<file path="src/rtl/tilt_to_position_conditioner_defines.svh">
// assertion macros for the tilt-to-position conditioner
// expects signals clk and rst in the scope where a macro is used
`ifndef TILT_TO_POSITION_CONDITIONER_DEFINES_SVH
`define TILT_TO_POSITION_CONDITIONER_DEFINES_SVH

// same-cycle implication, disabled during reset
`define TTPC_ASSERT_IMP(label, ante, cons, msg) \
  label: assert property (@(posedge clk) disable iff (rst) (ante) |-> (cons)) \
    else $error(msg);

// next-cycle implication, disabled during reset
`define TTPC_ASSERT_NXT(label, ante, cons, msg) \
  label: assert property (@(posedge clk) disable iff (rst) (ante) |=> (cons)) \
    else $error(msg);

`endif

</file>
<file path="src/rtl/ttpc_pkg.sv">
// shared constants for the tilt-to-position conditioner
// no dependencies
`default_nettype none

package ttpc_pkg;

  // fixed register and field widths
  localparam int ALPHA_W    = 9;
  localparam int ALPHA_FRAC = 8;
  localparam int DZ_W       = 15;
  localparam int POS_W      = 10;
  localparam int CFG_IDX_W  = 3;
  localparam int STEP_W     = 4;

  // register indexes
  localparam logic [CFG_IDX_W-1:0] REG_BIAS      = 3'd0;
  localparam logic [CFG_IDX_W-1:0] REG_INVERT    = 3'd1;
  localparam logic [CFG_IDX_W-1:0] REG_ALPHA     = 3'd2;
  localparam logic [CFG_IDX_W-1:0] REG_DEAD_ZONE = 3'd3;
  localparam logic [CFG_IDX_W-1:0] REG_FULL_TILT = 3'd4;
  localparam logic [CFG_IDX_W-1:0] REG_POS_MIN   = 3'd5;
  localparam logic [CFG_IDX_W-1:0] REG_POS_MAX   = 3'd6;

  // reset values
  localparam logic [ALPHA_W-1:0] ALPHA_RST     = 9'd64;
  localparam logic [DZ_W-1:0]    DEAD_ZONE_RST = 15'd100;
  localparam logic [DZ_W-1:0]    FULL_TILT_RST = 15'd1000;
  localparam logic [POS_W-1:0]   POS_MIN_RST   = 10'd0;
  localparam logic [POS_W-1:0]   POS_MAX_RST   = 10'd1023;

  // alpha of one, Q1.8
  localparam logic [ALPHA_W-1:0] ALPHA_ONE = 9'd256;

endpackage

`default_nettype wire

</file>
<file path="src/rtl/tilt_to_position_conditioner.sv">
// tilt-to-position conditioner: bias, optional negation, ema filter, dead zone, linear map
// uses ttpc_pkg and tilt_to_position_conditioner_defines.svh
`default_nettype none
// usage
//   sample channel: sample_mg with sample_valid / sample_ready, one transfer
//   per accelerometer reading. position channel: position with
//   position_valid / position_ready, exactly one result per sample.
//   cfg_wr_en / cfg_index / cfg_wdata write one register per cycle, index
//   order bias, invert, alpha, dead zone, full tilt, pos min, pos max;
//   indexes past the list are ignored. write only while the block is idle.
// sequencing
//   one item at a time. the filter update uses a 9-step shift-add multiply
//   and the scaling a 10-step restoring divide; the first sample after
//   reset loads the filter without the multiply, and a filtered value in
//   the dead zone skips the divide. sample_ready rises on the same edge
//   as position_valid, so a new sample is taken once the last result is
//   loaded into the output register.
// reset
//   registers take their defaults, the filter is marked empty so the next
//   sample loads it directly, and no result is pending.
// stall
//   a finished position sits in the output register; a new sample is taken
//   meanwhile and its result waits in the last state until the register
//   frees up.

`include "tilt_to_position_conditioner_defines.svh"

module tilt_to_position_conditioner
  import ttpc_pkg::*;
#(
  parameter int SAMPLE_BITS = 16,
  parameter int FRAC_BITS   = 8,
  localparam int CFG_W = (SAMPLE_BITS > DZ_W) ? SAMPLE_BITS : DZ_W
) (
  input  wire logic                          clk,
  input  wire logic                          rst,
  // configuration write port
  input  wire logic                          cfg_wr_en,
  input  wire logic [CFG_IDX_W-1:0]          cfg_index,
  input  wire logic [CFG_W-1:0]              cfg_wdata,
  // sample channel
  input  wire logic                          sample_valid,
  output logic                               sample_ready,
  input  wire logic signed [SAMPLE_BITS-1:0] sample_mg,
  // position channel
  output logic                               position_valid,
  input  wire logic                          position_ready,
  output logic [POS_W-1:0]                   position
);

  localparam int SB = SAMPLE_BITS;
  localparam int FB = FRAC_BITS;
  // filter state: value scaled by 2^FB
  localparam int FW = SB + FB;
  // alpha product: difference is FW+1 bits, alpha adds ALPHA_W
  localparam int PW = FW + 1 + ALPHA_W;
  // common width for comparing magnitude against dead zone
  localparam int CW = ((SB > DZ_W) ? SB : DZ_W) + 1;
  localparam int NW = DZ_W + POS_W;

  localparam logic signed [SB-1:0] SMAX = {1'b0, {(SB-1){1'b1}}};
  localparam logic signed [SB-1:0] SMIN = {1'b1, {(SB-1){1'b0}}};
  localparam logic [STEP_W-1:0] MUL_LAST = STEP_W'(ALPHA_W - 1);
  localparam logic [STEP_W-1:0] DIV_LAST = STEP_W'(POS_W - 1);

  typedef enum logic [9:0] {
    S_IDLE = 10'b0000000001,
    S_PREP = 10'b0000000010,
    S_MUL  = 10'b0000000100,
    S_FILT = 10'b0000001000,
    S_MAG  = 10'b0000010000,
    S_ZONE = 10'b0000100000,
    S_PROD = 10'b0001000000,
    S_DIV  = 10'b0010000000,
    S_FIN  = 10'b0100000000,
    S_OUT  = 10'b1000000000
  } state_t;

  state_t state;

  // configuration registers
  logic signed [SB-1:0] bias_mg;
  logic                 invert;
  logic [ALPHA_W-1:0]   alpha_q8;
  logic [DZ_W-1:0]      dead_zone_mg;
  logic [DZ_W-1:0]      full_tilt_mg;
  logic [POS_W-1:0]     pos_min;
  logic [POS_W-1:0]     pos_max;

  // filter state
  logic signed [FW-1:0] filt;
  logic                 first_pending;

  // working registers
  logic signed [SB-1:0] x_val;
  logic signed [PW-1:0] mcand;
  logic signed [PW-1:0] acc;
  logic [ALPHA_W-1:0]   a_sh;
  logic [STEP_W-1:0]    step;
  logic [SB-1:0]        mag;
  logic                 m_neg;
  logic [POS_W-1:0]     centre;
  logic                 hneg;
  logic [POS_W-1:0]     absh;
  logic [DZ_W-1:0]      eff;
  logic [DZ_W-1:0]      dval;
  logic [DZ_W-1:0]      rem;
  logic [POS_W-1:0]     dq;
  logic [POS_W-1:0]     result;

  logic sample_xfer;
  logic out_load;

  assign sample_ready = (state == S_IDLE);
  assign sample_xfer  = sample_valid && sample_ready;
  assign out_load     = (state == S_OUT) && (!position_valid || position_ready);

  // ---------------- configuration ----------------
  always_ff @(posedge clk) begin
    if (rst) begin
      bias_mg      <= '0;
      invert       <= 1'b0;
      alpha_q8     <= ALPHA_RST;
      dead_zone_mg <= DEAD_ZONE_RST;
      full_tilt_mg <= FULL_TILT_RST;
      pos_min      <= POS_MIN_RST;
      pos_max      <= POS_MAX_RST;
    end else if (cfg_wr_en) begin
      case (cfg_index)
        REG_BIAS:      bias_mg      <= cfg_wdata[SB-1:0];
        REG_INVERT:    invert       <= cfg_wdata[0];
        REG_ALPHA:     alpha_q8     <= cfg_wdata[ALPHA_W-1:0];
        REG_DEAD_ZONE: dead_zone_mg <= cfg_wdata[DZ_W-1:0];
        REG_FULL_TILT: full_tilt_mg <= cfg_wdata[DZ_W-1:0];
        REG_POS_MIN:   pos_min      <= cfg_wdata[POS_W-1:0];
        REG_POS_MAX:   pos_max      <= cfg_wdata[POS_W-1:0];
        default: ;
      endcase
    end
  end

  // ---------------- datapath combinational ----------------
  // bias subtraction, saturated
  logic signed [SB:0]   diff;
  logic signed [SB-1:0] diff_sat;
  // optional negation, saturated, then scaled into filter format
  logic signed [SB-1:0] x_sel;
  logic signed [FW-1:0] x_scaled;
  logic [ALPHA_W-1:0]   a_eff;
  // filter update
  logic signed [FW+1:0] filt_sum;
  logic [FW-1:0]        filt_abs;
  // dead zone and range
  logic [CW-1:0]        mag_ext;
  logic [CW-1:0]        dz_ext;
  logic [CW-1:0]        d_raw;
  logic                 in_zone;
  logic [POS_W:0]       centre_sum;
  logic [POS_W-1:0]     centre_c;
  logic signed [POS_W:0] half;
  logic [POS_W:0]       half_abs;
  logic signed [DZ_W:0] eff_raw;
  logic [DZ_W-1:0]      eff_c;
  // product and divide step
  logic [NW-1:0]        prod;
  logic [DZ_W:0]        trial;
  logic [DZ_W+1:0]      trial_diff;
  logic                 trial_ge;
  // final placement
  logic signed [POS_W+1:0] off;
  logic signed [POS_W+1:0] p_raw;
  logic signed [POS_W+1:0] p_lo;
  logic [POS_W-1:0]        p_fin;

  always_comb begin
    diff = {sample_mg[SB-1], sample_mg} - {bias_mg[SB-1], bias_mg};
    if (diff[SB] != diff[SB-1]) begin
      diff_sat = diff[SB] ? SMIN : SMAX;
    end else begin
      diff_sat = diff[SB-1:0];
    end

    if (!invert) begin
      x_sel = x_val;
    end else if (x_val == SMIN) begin
      x_sel = SMAX;
    end else begin
      x_sel = -x_val;
    end
    x_scaled = {x_sel, {FB{1'b0}}};
    // alpha above one acts as one
    a_eff = alpha_q8[ALPHA_W-1] ? ALPHA_ONE : alpha_q8;

    // F + floor(a * (X - F) / 256)
    filt_sum = {{2{filt[FW-1]}}, filt} + acc[PW-1:ALPHA_FRAC];
    filt_abs = filt[FW-1] ? FW'(-filt) : FW'(filt);

    mag_ext = CW'(mag);
    dz_ext  = CW'(dead_zone_mg);
    in_zone = (mag_ext < dz_ext);
    d_raw   = mag_ext - dz_ext;

    centre_sum = {1'b0, pos_min} + {1'b0, pos_max};
    centre_c   = centre_sum[POS_W:1];
    half       = $signed({1'b0, pos_max}) - $signed({1'b0, centre_c});
    half_abs   = half[POS_W] ? (POS_W+1)'(-half) : (POS_W+1)'(half);

    // effective range, at least one
    eff_raw = $signed({1'b0, full_tilt_mg}) - $signed({1'b0, dead_zone_mg});
    if (eff_raw[DZ_W] || (eff_raw == '0)) begin
      eff_c = DZ_W'(1);
    end else begin
      eff_c = eff_raw[DZ_W-1:0];
    end

    prod = NW'(dval) * NW'(absh);

    // restoring divide step, remainder stays below eff
    trial      = {rem, dq[POS_W-1]};
    trial_diff = {1'b0, trial} - {2'b00, eff};
    trial_ge   = !trial_diff[DZ_W+1];

    off   = hneg ? -$signed({2'b00, dq}) : $signed({2'b00, dq});
    p_raw = m_neg ? $signed({2'b00, centre}) - off : $signed({2'b00, centre}) + off;
    if (p_raw < $signed({2'b00, pos_min})) begin
      p_lo = $signed({2'b00, pos_min});
    end else begin
      p_lo = p_raw;
    end
    if (p_lo > $signed({2'b00, pos_max})) begin
      p_fin = pos_max;
    end else begin
      p_fin = p_lo[POS_W-1:0];
    end
  end

  // ---------------- sequencer and working registers ----------------
  always_ff @(posedge clk) begin
    if (rst) begin
      state         <= S_IDLE;
      first_pending <= 1'b1;
      filt          <= '0;
    end else begin
      case (state)
        S_IDLE: begin
          if (sample_xfer) begin
            x_val <= diff_sat;
            state <= S_PREP;
          end
        end
        S_PREP: begin
          if (first_pending) begin
            // first sample loads the filter
            filt          <= x_scaled;
            first_pending <= 1'b0;
            state         <= S_MAG;
          end else begin
            mcand <= PW'(x_scaled) - PW'(filt);
            acc   <= '0;
            a_sh  <= a_eff;
            step  <= '0;
            state <= S_MUL;
          end
        end
        S_MUL: begin
          // shift-add, one alpha bit per cycle
          if (a_sh[0]) begin
            acc <= acc + mcand;
          end
          mcand <= mcand <<< 1;
          a_sh  <= a_sh >> 1;
          step  <= step + 1'b1;
          if (step == MUL_LAST) begin
            state <= S_FILT;
          end
        end
        S_FILT: begin
          filt  <= filt_sum[FW-1:0];
          state <= S_MAG;
        end
        S_MAG: begin
          // magnitude truncated toward zero
          mag   <= filt_abs[FW-1:FB];
          m_neg <= filt[FW-1];
          state <= S_ZONE;
        end
        S_ZONE: begin
          centre <= centre_c;
          hneg   <= half[POS_W];
          absh   <= half_abs[POS_W-1:0];
          eff    <= eff_c;
          if (d_raw > CW'(eff_c)) begin
            dval <= eff_c;
          end else begin
            dval <= d_raw[DZ_W-1:0];
          end
          if (in_zone) begin
            result <= centre_c;
            state  <= S_OUT;
          end else begin
            state <= S_PROD;
          end
        end
        S_PROD: begin
          rem   <= prod[NW-1:POS_W];
          dq    <= prod[POS_W-1:0];
          step  <= '0;
          state <= S_DIV;
        end
        S_DIV: begin
          if (trial_ge) begin
            rem <= trial_diff[DZ_W-1:0];
          end else begin
            rem <= trial[DZ_W-1:0];
          end
          dq   <= {dq[POS_W-2:0], trial_ge};
          step <= step + 1'b1;
          if (step == DIV_LAST) begin
            state <= S_FIN;
          end
        end
        S_FIN: begin
          result <= p_fin;
          state  <= S_OUT;
        end
        S_OUT: begin
          if (out_load) begin
            state <= S_IDLE;
          end
        end
        default: state <= S_IDLE;
      endcase
    end
  end

  // ---------------- output register ----------------
  always_ff @(posedge clk) begin
    if (rst) begin
      position_valid <= 1'b0;
    end else if (out_load) begin
      position_valid <= 1'b1;
    end else if (position_ready) begin
      position_valid <= 1'b0;
    end
  end

  always_ff @(posedge clk) begin
    if (out_load) begin
      position <= result;
    end
  end

  // ---------------- assertions ----------------
  `TTPC_ASSERT_NXT(a_busy_after_xfer, sample_xfer, !sample_ready, "ready after sample transfer")
  `TTPC_ASSERT_IMP(a_rem_below_eff, state == S_DIV, rem < eff, "divide remainder out of range")
  `TTPC_ASSERT_IMP(a_quot_bound, state == S_FIN, dq <= absh, "offset exceeds half range")

endmodule

`default_nettype wire

</file>
<file path="config.mk">
export PLATFORM = sky130hd
export DESIGN_NAME = tilt_to_position_conditioner
export DESIGN_NICKNAME = d
export VERILOG_FILES = /design/src/rtl/ttpc_pkg.sv /design/src/rtl/tilt_to_position_conditioner.sv
export VERILOG_INCLUDE_DIRS = /design/src /design/src/rtl
export SDC_FILE = /design/constraint.sdc
export NUM_CORES = 1
export LEC_CHECK = 0
export ABC_AREA = 1
export BUFFER_PORTS_ARGS = -buffer_cell sky130_fd_sc_hd__buf_4
export CORE_MARGIN = 5
export CORE_UTILIZATION = 50
export DETAILED_ROUTE_END_ITERATION = 10
export PLACE_DENSITY = 0.66
export SETUP_SLACK_MARGIN = 0.3
export SYNTH_ARGS = -nofsm -noshare
export SYNTH_HDL_FRONTEND = slang
export SYNTH_SLANG_ARGS = --single-unit
</file>
<file path="constraint.sdc">
create_clock -name clk -period 13.4 [get_ports clk]
set_clock_uncertainty 0.15 [all_clocks]
set_input_delay 0 -clock clk [delete_from_list [all_inputs] [get_ports clk]]
set_output_delay 0 -clock clk [all_outputs]
set_load 0.02 [all_outputs]
</file>
Yosys cells after proc, flatten, opt, wreduce, memory -nomap -nowiden
Cells that the tools add are included.
{"block": "word_totals", "wordCells": 148, "input_bits": 40, "ff_bits": 322}
{"block": "classes", "n_mul": 1, "n_bitwise": 1, "add_sub_neg": 16, "magnitude_cmp": 4, "eq_ne": 28, "n_reduce_logical": 32, "mux": 38}
{"operator": "34-bit case mux with 2 select lines", "n": 2}
{"operator": "34-bit two-way mux", "n": 3}
{"operator": "10-bit case mux with 10 select lines", "n": 1}
{"operator": "10-bit two-way mux", "n": 8}
{"operator": "16-bit two-way mux", "n": 4}
{"operator": "24-bit case mux with 2 select lines", "n": 1}
{"operator": "15-bit two-way mux", "n": 3}
{"operator": "10-bit case mux with 2 select lines", "n": 2}
{"operator": "12-bit two-way mux", "n": 3}
{"operator": "34-bit adder", "n": 1}
{"operator": "16-bit by 15-bit subtractor with 17-bit output", "n": 2}
{"operator": "15-bit case mux with 2 select lines", "n": 1}
{"operator": "15-bit by 10-bit multiplier with 25-bit output", "n": 1}
{"operator": "24-bit by 24-bit subtractor with 25-bit output", "n": 1}
{"operator": "24-bit adder", "n": 1}
{"operator": "24-bit two-way mux", "n": 1}
{"operator": "24-bit negation", "n": 1}
{"operator": "23-bit two-way mux", "n": 1}
{"operator": "2-bit AND reduction", "n": 11}
{"operator": "9-bit two-way mux", "n": 2}
{"operator": "9-bit case mux with 2 select lines", "n": 1}
{"operator": "17-bit by 15-bit > comparator with 1-bit output", "n": 1}
{"operator": "16-bit by 16-bit subtractor with 17-bit output", "n": 1}
{"operator": "16-bit equality test (second input constant)", "n": 1}
{"operator": "other kinds (44)", "n": 66}

Longest topological paths before layout
{"block": "logic_depth", "depth_word": 9, "ltp_mapped": 44, "depth_no_buf": 44}

Worst setup path before layout
No wires, ideal clock.
{"block": "synth_timing", "kind": "flip-flop to flip-flop", "start": "register dq[0]", "end": "register result[0], data pin", "required_ps": 12997, "setup_slack_ps": 7579, "t_arrival_ps": 5418, "setup_ps": 253, "path_stages_with_launch": 45, "path_buffers": 1, "period_less_slack_ps": 5821, "path_cell_list": "edfxtp_1 > inv_1 > ha_1 > inv_1 > nand3_1 > nand2_1 > nand2_1 > nor2_1 > inv_1 > nor3_2 > nor2_1 > xor2_1 > inv_1 > ha_1 > nand2_1 > nor3_1 > nand2_1 > o211ai_1 > [... 9 more ...] > inv_1 > clkbuf_1 > nand2_1 > o21ai_0 > inv_1 > ha_1 > a21oi_1 > nor2_1 > a211oi_1 > o21ai_0 > nand3_1 > nand2_1 > o31ai_1 > nand2_2 > nand2_2 > nand2_1 > nand3_1 > nand2_1"}
{"block": "synth_via", "elab_chain_cells": 9, "elab_cells_between_ends": 10, "classes_between": "3 x add/sub; 2 x order compare; 5 x mux"}
{"item": "start: declaration", "line": "tilt_to_position_conditioner.sv:108", "text": "logic [POS_W-1:0] dq;"}
{"item": "start signal: assignment", "line": "tilt_to_position_conditioner.sv:306", "text": "dq <= prod[POS_W-1:0];"}
{"item": "start signal: assignment", "line": "tilt_to_position_conditioner.sv:316", "text": "dq <= {dq[POS_W-2:0], trial_ge};"}
{"item": "10-bit negation with 12-bit output", "line": "tilt_to_position_conditioner.sv:223", "text": "off = hneg ? -$signed({2'b00, dq}) : $signed({2'b00, dq});"}
{"item": "12-bit two-way mux (*)", "line": "tilt_to_position_conditioner.sv:223"}
{"item": "11-bit by 12-bit adder with 12-bit output or 11-bit by 12-bit subtractor with 12-bit output (tied branches)", "line": "tilt_to_position_conditioner.sv:224", "text": "p_raw = m_neg ? $signed({2'b00, centre}) - off : $signed({2'b00, centre}) + off;"}
{"item": "12-bit two-way mux (*)", "line": "tilt_to_position_conditioner.sv:224"}
{"item": "12-bit by 11-bit < comparator with 1-bit output", "line": "tilt_to_position_conditioner.sv:225", "text": "if (p_raw < $signed({2'b00, pos_min})) begin"}
{"item": "12-bit two-way mux (*)", "line": "tilt_to_position_conditioner.sv:225"}
{"item": "12-bit by 11-bit > comparator with 1-bit output", "line": "tilt_to_position_conditioner.sv:230", "text": "if (p_lo > $signed({2'b00, pos_max})) begin"}
{"item": "10-bit two-way mux (*)", "line": "tilt_to_position_conditioner.sv:230"}
{"item": "10-bit case mux with 2 select lines (*)", "line": "tilt_to_position_conditioner.sv:244", "text": "case (state)"}
{"item": "end signal: assignment", "line": "tilt_to_position_conditioner.sv:298", "text": "result <= centre_c;"}
{"item": "end signal: assignment", "line": "tilt_to_position_conditioner.sv:323", "text": "result <= p_fin;"}
{"item": "end: declaration", "line": "tilt_to_position_conditioner.sv:109", "text": "logic [POS_W-1:0] result;"}
Every way passes the cells marked *; elsewhere a longest branch is shown, timed or not.
A chain may end at the register's enable or synchronous reset.

Final worst setup path
{"block": "layout_timing", "start": "register hneg", "end": "register result[3], data pin"}
{"block": "layout_via", "elab_chain_cells": 8, "elab_cells_between_ends": 9, "classes_between": "2 x add/sub; 2 x order compare; 5 x mux"}
{"item": "start: declaration", "line": "tilt_to_position_conditioner.sv:103", "text": "logic hneg;"}
{"item": "start signal: assignment", "line": "tilt_to_position_conditioner.sv:289", "text": "hneg <= half[POS_W];"}
{"item": "12-bit two-way mux (*)", "line": "tilt_to_position_conditioner.sv:223"}
{"item": "11-bit by 12-bit adder with 12-bit output or 11-bit by 12-bit subtractor with 12-bit output (tied branches)", "line": "tilt_to_position_conditioner.sv:224"}
{"item": "12-bit two-way mux (*)", "line": "tilt_to_position_conditioner.sv:224"}
{"item": "12-bit by 11-bit < comparator with 1-bit output", "line": "tilt_to_position_conditioner.sv:225"}
{"item": "12-bit two-way mux (*)", "line": "tilt_to_position_conditioner.sv:225"}
{"item": "12-bit by 11-bit > comparator with 1-bit output", "line": "tilt_to_position_conditioner.sv:230"}
{"item": "10-bit two-way mux (*)", "line": "tilt_to_position_conditioner.sv:230"}
{"item": "10-bit case mux with 2 select lines (*)", "line": "tilt_to_position_conditioner.sv:244"}
Marked as above.

==> impl_metrics.toml <==
[critical_path]
crit_path_start_kind = "register"
reg2reg_slack_ns = 6.53
worstPathMaxFanout = 17
cp.required_ns = 13.56
r2r-end = "result[3]$_DFFE_PP_"
rr_worst_depth = 37
worstSetupEndpointType = "register"
crit_type = "register to register"
r2r-start = "hneg$_DFFE_PP_"
crit_path_top_delay_cell = "edfxtp_1"
endpoint = "result[3]$_DFFE_PP_"
slowest_delay_ns = 0.69
critical_path.startpoint = "hneg$_DFFE_PP_"
cp.arrival_ns = 7.04

[sta]
final_hold_viol_count = 0
fmax_ghz = 0.145
slew_headroom_pct = 20.1
drv_slew = 0
fin_crit_ns = 6.87
finalSetupTns_ns = 0
finalSetupViolCount = 0
worstMarginPinSlew_ns = 1.19
rsz0062_at_grt = "no"
fin_crit_sh_pct = 51.3

[place]
portBuffers = 51
place_area_mm2 = 0.0284
gp_congestion = 0.948
dp_hpwl_um = 56700

[floorplan]
die-area_mm2 = 0.0595
die_h_um = 244
fp-row-count = 85
core_mm2 = 0.0540
die_w_um = 244
ios = 52
initial_core_util_pct = 50.7

[layout]
drive_gt1_share_pct = 6.40
final_cell_mix = "nand2_1, inv_1, a21oi_1"
fin_area_mm2 = 0.0301
n_antenna_cell = 0
final_common_cell = "nand2_1"
fillers = 5181
finalNetCount = 3980
synthToLayoutAreaGrowth_pct = 10.1

[yosys]
async_flop_share_pct = 0
yosysWarnings = 0
synth_edf_count = 206
ys.flop_type = "edfxtp_1"
syn_area_per_cell_um2 = 7.83
ys_seq_area_share_pct = 30.8
syn-num-nets = 3908
syn_inst = 3495
synth-xor-area-share_pct = 4.63
syn_area_mm2 = 0.0274
synth-compound-area-share_pct = 15.3
synth.area.mux_share_pct = 0.0366
synth-seq-cells = 318
synthAdderAreaFrac_pct = 20.1
yosys.area_share.simple_pct = 20.0
synthDistinctLibCells = 68
synth_top_family_by_area = "adder cells"

[clock_network]
cts-resized-gates = 0
cts_sinks = 318
htreeDepth = 2
clk_latency_ns = 0.56
path_clk_slew_ns = 0.06
cts_setup_buffers = 0
hold_buffers = 54
cts-root-buf = "clkbuf_16"
cts_tree = "done"
cts_buffers = 38
cts_max_path_buffers = 3

[route]
vias_per_cell = 5.42
wl_per_cell_um = 16.9
route.vias.total = 23300
drt-initial-drc-count = 1507
antenna_left = 0
drc_errors = 0
drt_wl_total_um = 72700
first_pass_iters = 7

[global_route]
antenna_found_initial = 0
grt_max_degree = 89
overflow = 0
first_global_vias = 22700
grt_use_total_pct = 24.3
grt_pass1_wl_um = 118000

[outcome]
outcome = "complete, no violations"

[power]
power.leakage_nw = 14.3
power_density_mw_per_mm2 = 97.7
ir_drop_v = 0.000117

[run]
maxCapViolations = 0

[hold_path]
hp-class = "primary input to register"
[layer usage]
layer  part of all wire [%]  track usage (%)  vias to the layer above
li1                       -                -                    11800
met1                     46             33.1                    10900
met2                     46             40.4                      531
met3                    4.9             3.49                      124
met4                    3.4             7.80                        0
met5                      0                0                        -
[state kept, by name, indices dropped and copies added (netlist names), 4 cells and up]
name / flops
full_tilt_mg: 15
dval: 15
x_val: 16
position: 10
rem: 15
pos_min: 10
a_sh: 9
result: 10
mag: 16
pos_max: 10
acc: 32
alpha_q8: 9
dead_zone_mg: 15
centre: 10
mcand: 32
state: 10
bias_mg: 16
dq: 10
filt: 24
absh: 10
step: 4
eff: 15
[logic make-up after synthesis]
family | after synthesis
AOI/OAI and AO/OA | 745
xor gates and xnor gates | 143
adders and majority gates | 373
buffers and inverters | 650
DFF | 318
muxes | 1
and+or+nand+nor | 1265
[how the worst min path moves through the flow]
stage               slack, ns                            end           from  cells past startpoint
CTS                      0.03            x_val[13]$_DFFE_PP_  sample_mg[13]                      5
detailed placement       0.11  full_tilt_mg[13]$_SDFFE_PP0P_  cfg_wdata[13]                      3
global route              0.1            x_val[13]$_DFFE_PP_  sample_mg[13]                      5
finish                   0.05            x_val[13]$_DFFE_PP_  sample_mg[13]                      5
global placement          0.1  full_tilt_mg[13]$_SDFFE_PP0P_  cfg_wdata[13]                      3
floorplan               -0.02       alpha_q8[6]$_SDFFE_PP1P_   cfg_wdata[6]                      2
[synthesized netlist by cell type, types with 8 or more instances]
library cell / instances / area (um2)
xor2_1: 102 / 893
nor2_1: 211 / 792
nor3_1: 48 / 240
o21ai_1: 21 / 105
fa_1: 111 / 2220
buf_2: 11 / 55.1
inv_1: 550 / 2060
nor4_1: 16 / 100
nand3_1: 157 / 786
nand3b_1: 11 / 82.6
o31ai_1: 9 / 67.6
nand2_2: 9 / 56.3
ha_1: 262 / 3280
nor3_2: 9 / 90.1
dfxtp_1: 112 / 2240
nand4_1: 21 / 131
o211ai_1: 29 / 218
edfxtp_1: 206 / 6190
a21oi_1: 303 / 1520
o21bai_1: 13 / 97.6
a31oi_1: 21 / 131
o21a_1: 20 / 150
xnor2_1: 39 / 342
clkbuf_1: 63 / 236
nand3_2: 14 / 140
nand2_1: 728 / 2730
or2_2: 19 / 119
o21ai_2: 15 / 131
o21ai_0: 258 / 1290
a21o_1: 18 / 135
inv_2: 8 / 30.0
[where the power goes]
part / internal, mW / leakage (nW) / switching, mW
Combinational: 0.272 / 10.9 / 0.485
Clock: 0.606 / 0.615 / 0.430
Sequential: 1.12 / 2.82 / 0.0356
[through the flow]
stage | power, mW | setup WS (ns) | hold slack [ns] | util (%) | std cells
after global placement | 1.91 | 6.67 | 0.0969 | 52.5 | 4169
after detailed placement | 1.91 | 6.59 | 0.109 | 52.5 | 4169
after CTS | 2.96 | 6.58 | 0.0274 | 55.8 | 4292
final | 2.94 | 6.53 | 0.0452 | 55.8 | 4292
after floorplan | 1.72 | 7.58 | -0.0237 | - | 3495
after global routing | 3.11 | 5.85 | 0.0951 | 55.8 | 4292
[final cells by class]
cell class | count | area (um2) | share of cell area, %
Clock buffer | 53 | 1120 | 3.71
Timing Repair Buffer | 118 | 1020 | 3.39
Sequential cell | 318 | 8430 | 28.0
Multi-Input combinational cell | 2527 | 16500 | 54.6
Inverter | 564 | 2120 | 7.02
Tap cell | 696 | 871 | 2.89
Clock inverter | 16 | 120 | 0.398
[worst max-delay path, delay by kind of cell (launching register included)]
kind | cells | cell delay, ns
buffers and inverters | 5 | 0.54
xor gates and xnor gates | 3 | 0.64
adders and majority gates | 4 | 1.31
AOI/OAI and AO/OA | 10 | 1.57
DFF | 1 | 0.69
and+or+nand+nor | 15 | 1.69
No activity file was read; power rests on OpenSTA's default activity.
